`src/design/ffba_pkg.sv`:
```
// Package for the first-fit block allocator: sizes, status codes and command types.
// Used by ffba_ctrl, ffba_datapath and first_fit_block_allocator. No dependencies.
package ffba_pkg;
    localparam int MaxSegments = 64;
    localparam int AddressBits = 16;
    localparam int IdxBits     = $clog2(MaxSegments);
    localparam int CntBits     = $clog2(MaxSegments + 1);
    localparam int SizeBits    = 17;
    localparam logic [SizeBits-1:0] MemLimit = SizeBits'(1) << AddressBits;

    // Register address of memory_size on the configuration port.
    localparam logic [1:0] RegMemorySize = 2'd0;

    localparam logic [2:0] StAllocated = 3'd0;
    localparam logic [2:0] StNoFit     = 3'd1;
    localparam logic [2:0] StFull      = 3'd2;
    localparam logic [2:0] StFreed     = 3'd3;
    localparam logic [2:0] StNotFound  = 3'd4;

    // Commands from the controller to the datapath.
    typedef enum logic [3:0] {
        t_CMD_NONE,
        t_CMD_INIT,
        t_CMD_LOAD,
        t_CMD_RD,
        t_CMD_RD_PREV,
        t_CMD_RD_NEXT,
        t_CMD_SHIFT_UP,
        t_CMD_SHIFT_DOWN,
        t_CMD_SPLIT,
        t_CMD_EXACT,
        t_CMD_MARK_FREE,
        t_CMD_MERGE_PREV,
        t_CMD_MERGE_NEXT
    } t_cmd;

    typedef struct packed {
        t_cmd               cmd;
        logic [IdxBits-1:0] idx;
    } t_ctl;

    // Status from the datapath to the controller.
    typedef struct packed {
        logic                  free;
        logic [SizeBits-1:0]   len;
        logic [AddressBits-1:0] start;
        logic [CntBits-1:0]    count;
    } t_sts;
endpackage

```
`src/design/ffba_ctrl.sv`:
```
// Controller of the first-fit block allocator: scans the table and sequences
// splits, merges and entry shifts. Depends on ffba_pkg; drives ffba_datapath.
module ffba_ctrl import ffba_pkg::*; (
    input  logic                    i_clk,
    input  logic                    i_rst_n,
    input  logic                    i_init,
    input  logic                    i_valid,
    output logic                    o_stall,
    input  logic                    i_mode,
    input  logic [SizeBits-1:0]     i_request_size,
    input  logic [AddressBits-1:0]  i_block_address,
    output logic [SizeBits-1:0]     o_req,
    output t_ctl                    o_ctl,
    input  t_sts                    i_sts,
    output logic                    o_valid,
    input  logic                    i_stall,
    output logic [AddressBits-1:0]  o_granted_address,
    output logic [2:0]              o_status
);
    typedef enum logic [3:0] {
        S_IDLE, S_RD, S_CHECK, S_INS_LD, S_INS_WR, S_REFETCH, S_SPLIT, S_MARK,
        S_PREV_RD, S_PREV_CHK, S_RM_LD, S_RM_WR, S_NEXT_RD, S_NEXT_LD, S_NEXT_CHK,
        S_DONE
    } t_state;

    t_state                 r_state;
    logic [IdxBits-1:0]     r_idx;
    logic [IdxBits-1:0]     r_k;
    logic                   r_mode;
    logic [SizeBits-1:0]    r_req;
    logic [AddressBits-1:0] r_baddr;
    logic                   r_prev_done;
    logic                   r_out_valid;
    logic [AddressBits-1:0] r_out_addr;
    logic [2:0]             r_out_status;
    logic [AddressBits-1:0] r_res_addr;
    logic [2:0]             r_res_status;
    logic                   out_free;
    logic [CntBits-1:0]     idx_ext;
    logic [CntBits-1:0]     k_ext;

    assign out_free = !r_out_valid || !i_stall;
    assign idx_ext  = CntBits'(r_idx);
    assign k_ext    = CntBits'(r_k);
    assign o_stall  = (r_state != S_IDLE) || i_init;
    assign o_req    = r_req;
    assign o_valid  = r_out_valid;
    assign o_granted_address = r_out_addr;
    assign o_status = r_out_status;

    // Command to the datapath for the current state.
    always_comb begin
        o_ctl.cmd = t_CMD_NONE;
        o_ctl.idx = r_idx;
        if (i_init) begin
            o_ctl.cmd = t_CMD_INIT;
        end else begin
            case (r_state)
                S_RD:      o_ctl.cmd = t_CMD_RD;
                S_INS_LD: begin
                    o_ctl.cmd = t_CMD_LOAD;
                    o_ctl.idx = r_k - IdxBits'(1);
                end
                S_INS_WR: begin
                    o_ctl.cmd = t_CMD_SHIFT_UP;
                    o_ctl.idx = r_k;
                end
                S_REFETCH: o_ctl.cmd = t_CMD_RD;
                S_SPLIT: begin
                    o_ctl.cmd = t_CMD_SPLIT;
                    o_ctl.idx = r_idx + IdxBits'(1);
                end
                S_MARK:     o_ctl.cmd = r_mode ? t_CMD_MARK_FREE : t_CMD_EXACT;
                S_PREV_RD:  o_ctl.cmd = t_CMD_RD_PREV;
                S_PREV_CHK: o_ctl.cmd = t_CMD_RD;
                S_NEXT_RD:  o_ctl.cmd = t_CMD_RD;
                S_NEXT_LD:  o_ctl.cmd = t_CMD_RD_NEXT;
                S_RM_LD: begin
                    o_ctl.cmd = t_CMD_LOAD;
                    o_ctl.idx = r_k + IdxBits'(1);
                end
                S_RM_WR: begin
                    o_ctl.cmd = t_CMD_SHIFT_DOWN;
                    o_ctl.idx = r_k;
                end
                S_NEXT_CHK: begin
                    if (i_sts.free && ({1'b0, idx_ext} + 1'b1 < {1'b0, i_sts.count})) begin
                        o_ctl.cmd = t_CMD_MERGE_NEXT;
                    end
                end
                default: o_ctl.cmd = t_CMD_NONE;
            endcase
            // Merge into the predecessor: lengths of idx-1 and idx were read last.
            if (r_state == S_PREV_CHK && r_prev_done) begin
                o_ctl.cmd = t_CMD_MERGE_PREV;
                o_ctl.idx = r_idx - IdxBits'(1);
            end
        end
    end

    // State and registered outputs.
    always_ff @(posedge i_clk) begin
        if (!i_rst_n || i_init) begin
            r_state     <= S_IDLE;
            r_out_valid <= 1'b0;
            r_prev_done <= 1'b0;
        end else begin
            // The result register fills in S_DONE and empties when taken.
            if (r_state == S_DONE && out_free) begin
                r_out_valid <= 1'b1;
            end else if (!i_stall) begin
                r_out_valid <= 1'b0;
            end
            case (r_state)
                S_IDLE: begin
                    if (i_valid) begin
                        r_mode  <= i_mode;
                        r_req   <= i_request_size;
                        r_baddr <= i_block_address;
                        r_idx   <= '0;
                        r_state <= S_RD;
                    end
                end
                S_RD: r_state <= S_CHECK;
                // Examine entry r_idx.
                S_CHECK: begin
                    if (!r_mode) begin
                        if (r_req == '0) begin
                            r_res_status <= StNoFit;
                            r_res_addr   <= '0;
                            r_state      <= S_DONE;
                        end else if (i_sts.free && i_sts.len >= r_req) begin
                            if (i_sts.len > r_req &&
                                i_sts.count >= CntBits'(MaxSegments)) begin
                                r_res_status <= StFull;
                                r_res_addr   <= '0;
                                r_state      <= S_DONE;
                            end else if (i_sts.len > r_req) begin
                                r_res_addr   <= i_sts.start;
                                r_res_status <= StAllocated;
                                r_k          <= IdxBits'(i_sts.count);
                                r_state      <= (IdxBits'(i_sts.count) == r_idx + IdxBits'(1))
                                                ? S_SPLIT : S_INS_LD;
                            end else begin
                                r_res_addr   <= i_sts.start;
                                r_res_status <= StAllocated;
                                r_state      <= S_MARK;
                            end
                        end else if (idx_ext + CntBits'(1) >= i_sts.count) begin
                            r_res_status <= StNoFit;
                            r_res_addr   <= '0;
                            r_state      <= S_DONE;
                        end else begin
                            r_idx   <= r_idx + IdxBits'(1);
                            r_state <= S_RD;
                        end
                    end else begin
                        r_res_addr <= '0;
                        if (i_sts.start == r_baddr) begin
                            r_res_status <= StFreed;
                            r_state      <= S_MARK;
                        end else if (idx_ext + CntBits'(1) >= i_sts.count) begin
                            r_res_status <= StNotFound;
                            r_state      <= S_DONE;
                        end else begin
                            r_idx   <= r_idx + IdxBits'(1);
                            r_state <= S_RD;
                        end
                    end
                end
                // Shift entries up by one, from the top down to r_idx+2.
                S_INS_LD: r_state <= S_INS_WR;
                S_INS_WR: begin
                    r_k     <= r_k - IdxBits'(1);
                    r_state <= (r_k - IdxBits'(1) == r_idx + IdxBits'(1)) ? S_REFETCH
                               : S_INS_LD;
                end
                // The shifts overwrote the read register; read the fitting entry again.
                S_REFETCH: r_state <= S_SPLIT;
                S_SPLIT: r_state <= S_MARK;
                S_MARK: begin
                    if (r_mode) begin
                        r_state <= (r_idx != '0) ? S_PREV_RD : S_NEXT_RD;
                    end else begin
                        r_state <= S_DONE;
                    end
                end
                S_PREV_RD: r_state <= S_PREV_CHK;
                // First pass checks the predecessor; second pass merges.
                S_PREV_CHK: begin
                    if (r_prev_done) begin
                        r_prev_done <= 1'b0;
                        r_k         <= r_idx;
                        r_idx       <= r_idx - IdxBits'(1);
                        r_state     <= (idx_ext + CntBits'(1) < i_sts.count) ? S_RM_LD
                                       : S_NEXT_RD;
                    end else if (i_sts.free) begin
                        r_prev_done <= 1'b1;
                    end else begin
                        r_state <= S_NEXT_RD;
                    end
                end
                // Remove entry r_k by shifting the tail down.
                S_RM_LD: r_state <= S_RM_WR;
                S_RM_WR: begin
                    r_k     <= r_k + IdxBits'(1);
                    r_state <= (k_ext + CntBits'(2) < i_sts.count + CntBits'(1)) ? S_RM_LD
                               : S_NEXT_RD;
                end
                // Read entry r_idx, then its successor.
                S_NEXT_RD: r_state <= S_NEXT_LD;
                S_NEXT_LD: r_state <= S_NEXT_CHK;
                S_NEXT_CHK: begin
                    if (i_sts.free && (idx_ext + CntBits'(1) < i_sts.count)) begin
                        r_k     <= r_idx + IdxBits'(1);
                        r_state <= (idx_ext + CntBits'(2) < i_sts.count) ? S_RM_LD : S_DONE;
                    end else begin
                        r_state <= S_DONE;
                    end
                end
                S_DONE: begin
                    if (out_free) begin
                        r_out_addr   <= r_res_addr;
                        r_out_status <= r_res_status;
                        r_state      <= S_IDLE;
                    end
                end
                default: r_state <= S_IDLE;
            endcase
        end
    end
endmodule

```
`config.mk`:
```
export PLATFORM = sky130hd
export DESIGN_NAME = ffba_ctrl
export DESIGN_NICKNAME = d
export VERILOG_FILES = /design/src/design/ffba_pkg.sv /design/src/design/ffba_ctrl.sv
export SDC_FILE = /design/constraint.sdc
export NUM_CORES = 1
export LEC_CHECK = 0
export BUFFER_PORTS_ARGS = -buffer_cell sky130_fd_sc_hd__buf_4
export CAP_MARGIN = 20
export CORE_MARGIN = 2
export CORE_UTILIZATION = 56
export DETAILED_ROUTE_END_ITERATION = 16
export HOLD_SLACK_MARGIN = 0.12
export PLACE_DENSITY = 0.86
export SLEW_MARGIN = 20
export SYNTH_ARGS = -nofsm -noshare
export SYNTH_HDL_FRONTEND = slang
export SYNTH_SLANG_ARGS = --single-unit
```
`constraint.sdc`:
```
create_clock -name i_clk -period 3.7 [get_ports i_clk]
set_input_delay 0.74 -clock i_clk [delete_from_list [all_inputs] [get_ports i_clk]]
set_output_delay 0.74 -clock i_clk [all_outputs]
set_load 0.01 [all_outputs]
```
-- Word-level counts from Yosys, hierarchy flattened
Index checks and enable logic that the tools add are counted.
- add/subtract/negate cells: 9
- magnitude comparators: 8
- equality and inequality tests: 33
- muxes and demuxes: 57
- bitwise operators: 1
- reductions and logical operators: 30
- operators with widths (cell ; count):
    $mux W6 ; 15
    $pmux W4 S16 ; 1
    $mux W16 ; 3
    $mux W4 ; 12
    $mux W3 ; 15
    $pmux W4 S9 ; 1
    $eq A4 B4 Y1 const B ; 8
    $pmux W6 S5 ; 1
    $lt A7 B7 Y1 ; 4
    $pmux W6 S4 ; 1
    $ne A2 B2 Y1 const B ; 9
    $pmux W6 S3 ; 1
    $ge A17 B17 Y1 ; 1
    $gt A17 B17 Y1 ; 1
    $logic_not A17 Y1 ; 1
    $eq A16 B16 Y1 ; 1
    $eq A4 B3 Y1 const B ; 4
    $add A6 B1 Y7 const B ; 2
    $add A6 B2 Y7 const B ; 2
    $add A6 B1 Y6 const B ; 2
    $eq A6 B6 Y1 ; 2
    $ne A3 B3 Y1 const B ; 4
    $reduce_and A3 Y1 ; 4
    $sub A6 B1 Y6 const B ; 2
    other kinds (24) ; 41
- flip-flop bits (word level): 90
- input bits: 80
- output and inout port bits: 48
- word-level logic and storage cells: 150

-- Depth between registers and ports, before layout
- depth in word-level cells: 9
- mapped depth: 12
- gate-level depth less buffers: 12

-- Worst setup path after synthesis
OpenSTA, ideal clock, no wires.
- path kind: input to register
- start: input port i_sts[38] in the netlist's numbering
- end: register r_idx[0], enable pin
- library setup time: 386 ps
- arrival time: 2889 ps
- data required time: 3314 ps
- setup slack: 425 ps
- stages on the path: 8
- buffers on the path: 0
- path through: ha_1 -> nand4_1 -> nor2_1 -> a211o_1 -> o31ai_1 -> a21oi_1 -> o21ai_1 -> nor4bb_1
- longest elaborated chain between the ends: 4
- ends and longest elaborated chain (item ; line ; text):
    from (decl) ; ffba_ctrl.sv:14 ; input t_sts i_sts,
    $ge A17 B17 Y1 ; ffba_ctrl.sv:132 ; end else if (i_sts.free && i_sts.len >= r_req) begin
    $logic_and A1 B1 Y1 ; ffba_ctrl.sv:132 ;
    $ne A3 B3 Y1 (no source line) ; - ;
    $reduce_and A7 Y1 (no source line) ; - ;
    to (signal assigned) ; ffba_ctrl.sv:154 ; r_idx <= r_idx + IdxBits'(1);
    to (signal assigned) ; ffba_ctrl.sv:166 ; r_idx <= r_idx + IdxBits'(1);
    to (signal assigned) ; ffba_ctrl.sv:194 ; r_idx <= r_idx - IdxBits'(1);
    to (decl) ; ffba_ctrl.sv:27 ; logic [IdxBits-1:0] r_idx;
Every way passes these cells.
A chain may end at the register's enable or synchronous reset.

==> impl_metrics.csv <==
group,metric,value,unit
outcome,run_status,"completed",
synth,yosysMostFrequentCell,"edfxtp_1",
placed_design,dp.cells,876,
synth,synth_area,0.006022,mm²
floorplanning,die_area,0.01160,mm²
floorplanning,row_count,37,
floorplanning,fp.dieW,107.7,µm
final_layout,area_delta_synth_final,26.91,%
global_route,grt_max_degree,35,
sta,worst_pin_slew,901.3,ps
synth,synth_common_cells,"edfxtp_1, ha_1, a21oi_1, nor2_1",
global_route,grt_pass1_vias,5502,
setup_path,critPathKind,"reg -> out",
synth,netlist_instances,611,
setup_path,crit_arrival,2900,ps
sta,fmax,274.5,MHz
detailed_routing,drtIter0Drc,594,
sta,fin_skew,13.10,ps
synth,synth_top_area_share,41.89,%
sta,rsz0062_at_grt,"true",
global_route,antenna_found_initial,0,
sta,whs,426.5,ps
synth,syn_avg_cell_area,9.856,µm²
global_route,gr-total-overflow,0,
placed_design,gp_congestion,1.072,
final_layout,drive_gt1_share,27.26,%
setup_path,startpoint_type,"flip-flop",
synth,synth_ff_type,"edfxtp_1",
floorplanning,core_area,0.01037,mm²
setup_path,worst_ep_required_time,2960,ps
clocking,holdBufCountCts,0,
sta,slew_headroom,39.45,%
final_layout,postLayoutCellArea,0.007642,mm²
synth,synthArstFlopShare,0,%
floorplanning,start_util,58.07,%
final_layout,fin_util,73.70,%
clocking,clock_path_buffers,2,
final_layout,stdcell_count,910,
floorplanning,ios,128,
placed_design,dp_slack,179.2,ps
setup_path,crit_path_cell_trace,"ha_1 > nand4_1 > mux2i_1 > a22oi_1 > o21ai_1 > nand2_1 > o21ai_0 > a222oi_1 > buf_4",
placed_design,portBuffers,127,
detailed_routing,route.vias.total,5649,
clocking,cts_made_buffers,9,
sta,finalCriticalPeriod,3643,ps
sta,slew_violations,0,
sta,fin_setup_tns,0,ps
clocking,clock_latency,370,ps
final_layout,nFillCells,772,
sta,finalHoldViolCount,0,
synth,ys_seq_elements,90,
clocking,cts_tree,"yes",
detailed_routing,drtAntennaViolNets,0,
global_route,grt_pass1_wl,29490,µm
pwr,finalPower,2.132,mW
placed_design,place.detailed.hpwl,14830,µm
clocking,cts.clk_slew.worst_paths,110,ps
pwr,power.density,278.9,mW/mm²
pwr,vdd_ir_drop_max,0.0002540,V
flow_run,cap_violations,0,
final_layout,diodes,0,
synth,synth_cell_type_count,70,
synth,synth_area_leaders,"edfxtp_1, ha_1, a21oi_1",
detailed_routing,viasPerCell,6.208,
detailed_routing,wl_per_cell,21.04,µm
detailed_routing,drc,0,
setup_path,crit_path_end_kind,"output pin",
placed_design,dpl_cell_area,0.007224,mm²
sta,fin_ws,56.95,ps
final_layout,fin_nets,898,
detailed_routing,dr.pass1.iters,6,
worst_hold_path,hold_class,"reg -> reg",
setup_path,cpPeakStageDelay,530,ps
floorplanning,die_h,107.7,µm
detailed_routing,wl,19150,µm
clocking,htreeDepth,3,
synth,synth_edf_count,84,
clocking,cts_sinks,90,
synth,yosys.area.top_type,"edfxtp_1",
synth,syn-num-nets,740,
global_route,grt_usage,33.81,%
setup_path,cpMaxStageDelayCell,"a222oi_1",
setup_path,critPathMaxFanout,7,
clocking,clock-root-buffer,"clkbuf_8",
pwr,p_leak,3.101,nW
synth,yosysWarnings,0,
synth,seq_area_frac_synth,43.88,%
sta,setup_violations,0,
sta,period_share,98.46,%
worst paths after layout:
path	from	to	slack, ps	cells past startpoint
worst min-delay path	r_res_addr[3]	o_granted_address[3]	430	0
worst max-delay path	r_k[2]	o_ctl[5]	60	9
worst min register to register	r_res_addr[3]	o_granted_address[3]	430	0
worst max register to register	r_idx[2]	r_idx[5]	390	12
cell type report:
class                           instances  area, µm²  share of cell area (%)
Sequential cell                        90       2643                   34.58
Tap cell                              136      170.2                   2.227
Inverter                               42      162.7                   2.128
Multi-Input combinational cell        452       3166                   41.42
Timing Repair Buffer                  174       1310                   17.14
Clock buffer                            9      123.9                   1.621
Clock inverter                          7      67.56                  0.8841
sequential cells by signal, indices dropped and copies added, names as in the netlist:
signal and count:
r_k 6, r_res_addr 16, o_status 3, o_req 17, r_prev_done 1, o_granted_address 16, r_idx 6, r_mode 1
r_baddr 16, r_res_status 3, r_state 4, o_valid 1
power by group:
part           switching, mW  total, mW  internal (mW)
Combinational          0.168      0.323          0.156
Clock                  0.408      0.671          0.264
Sequential            0.0146       1.14           1.12
Total                  0.590       2.13           1.54
worst max-delay path: cells and delay by family (launching register included):
kind / cells / cell delay (ps)
multiplexers: 1 / 200
AND/OR/NAND/NOR: 2 / 320
adder cells (fa/ha/maj): 1 / 280
flip-flops: 1 / 500
AO/OA/AOI/OAI: 4 / 1020
buffers and inverters: 1 / 230
layer usage:
metal  global-route usage [%]  vias up  wire, µm
li1                         -     2577         -
met1                    45.39     2662      7651
met2                    53.82      354      8881
met3                    7.446       56      1936
met4                    12.55        0       677
met5                        0        -         0
cell families (layout without fill, tap and decap cells):
kind of cell,Yosys count,in the layout,synth area share (%)
AND/OR/NAND/NOR,199,199,17.00
AO/OA/AOI/OAI,156,156,16.64
flip-flops,90,90,43.88
buffers and inverters,69,232,4.945
adder cells (fa/ha/maj),49,49,10.18
XOR/XNOR,47,47,7.189
multiplexers,1,1,0.1662
cell usage in the layout, fill, tap and decap left out, drive strengths merged, types with 3 or more instances in the layout:
| cell | n |
|---|---|
| a221oi | 4 |
| xor2 | 27 |
| o31ai | 5 |
| buf | 174 |
| and2 | 17 |
| and3 | 3 |
| nor3 | 12 |
| o21ai | 32 |
| dfxtp | 6 |
| a31oi | 10 |
| a311oi | 5 |
| nor2 | 47 |
| nand4 | 14 |
| edfxtp | 84 |
| clkinv | 4 |
| nand3 | 25 |
| xnor2 | 19 |
| o211ai | 3 |
| nor2b | 8 |
| a22oi | 4 |
| inv | 44 |
| clkbuf | 9 |
| o221ai | 3 |
| a21boi | 6 |
| nor4 | 9 |
| nand2b | 16 |
| ha | 49 |
| o22ai | 9 |
| o211a | 3 |
| a21oi | 48 |
| nand2 | 38 |
| nor3b | 3 |
what timing repair did:
action / in CTS / in global routing
endpoints found under the setup margin: 2 / 4
buffers inserted: 7 / 11
endpoints found under the hold margin: 0 / 0
resized for setup: 9 / 8
pin swaps: 9 / 10
No activity file was read; power rests on OpenSTA's default activity.
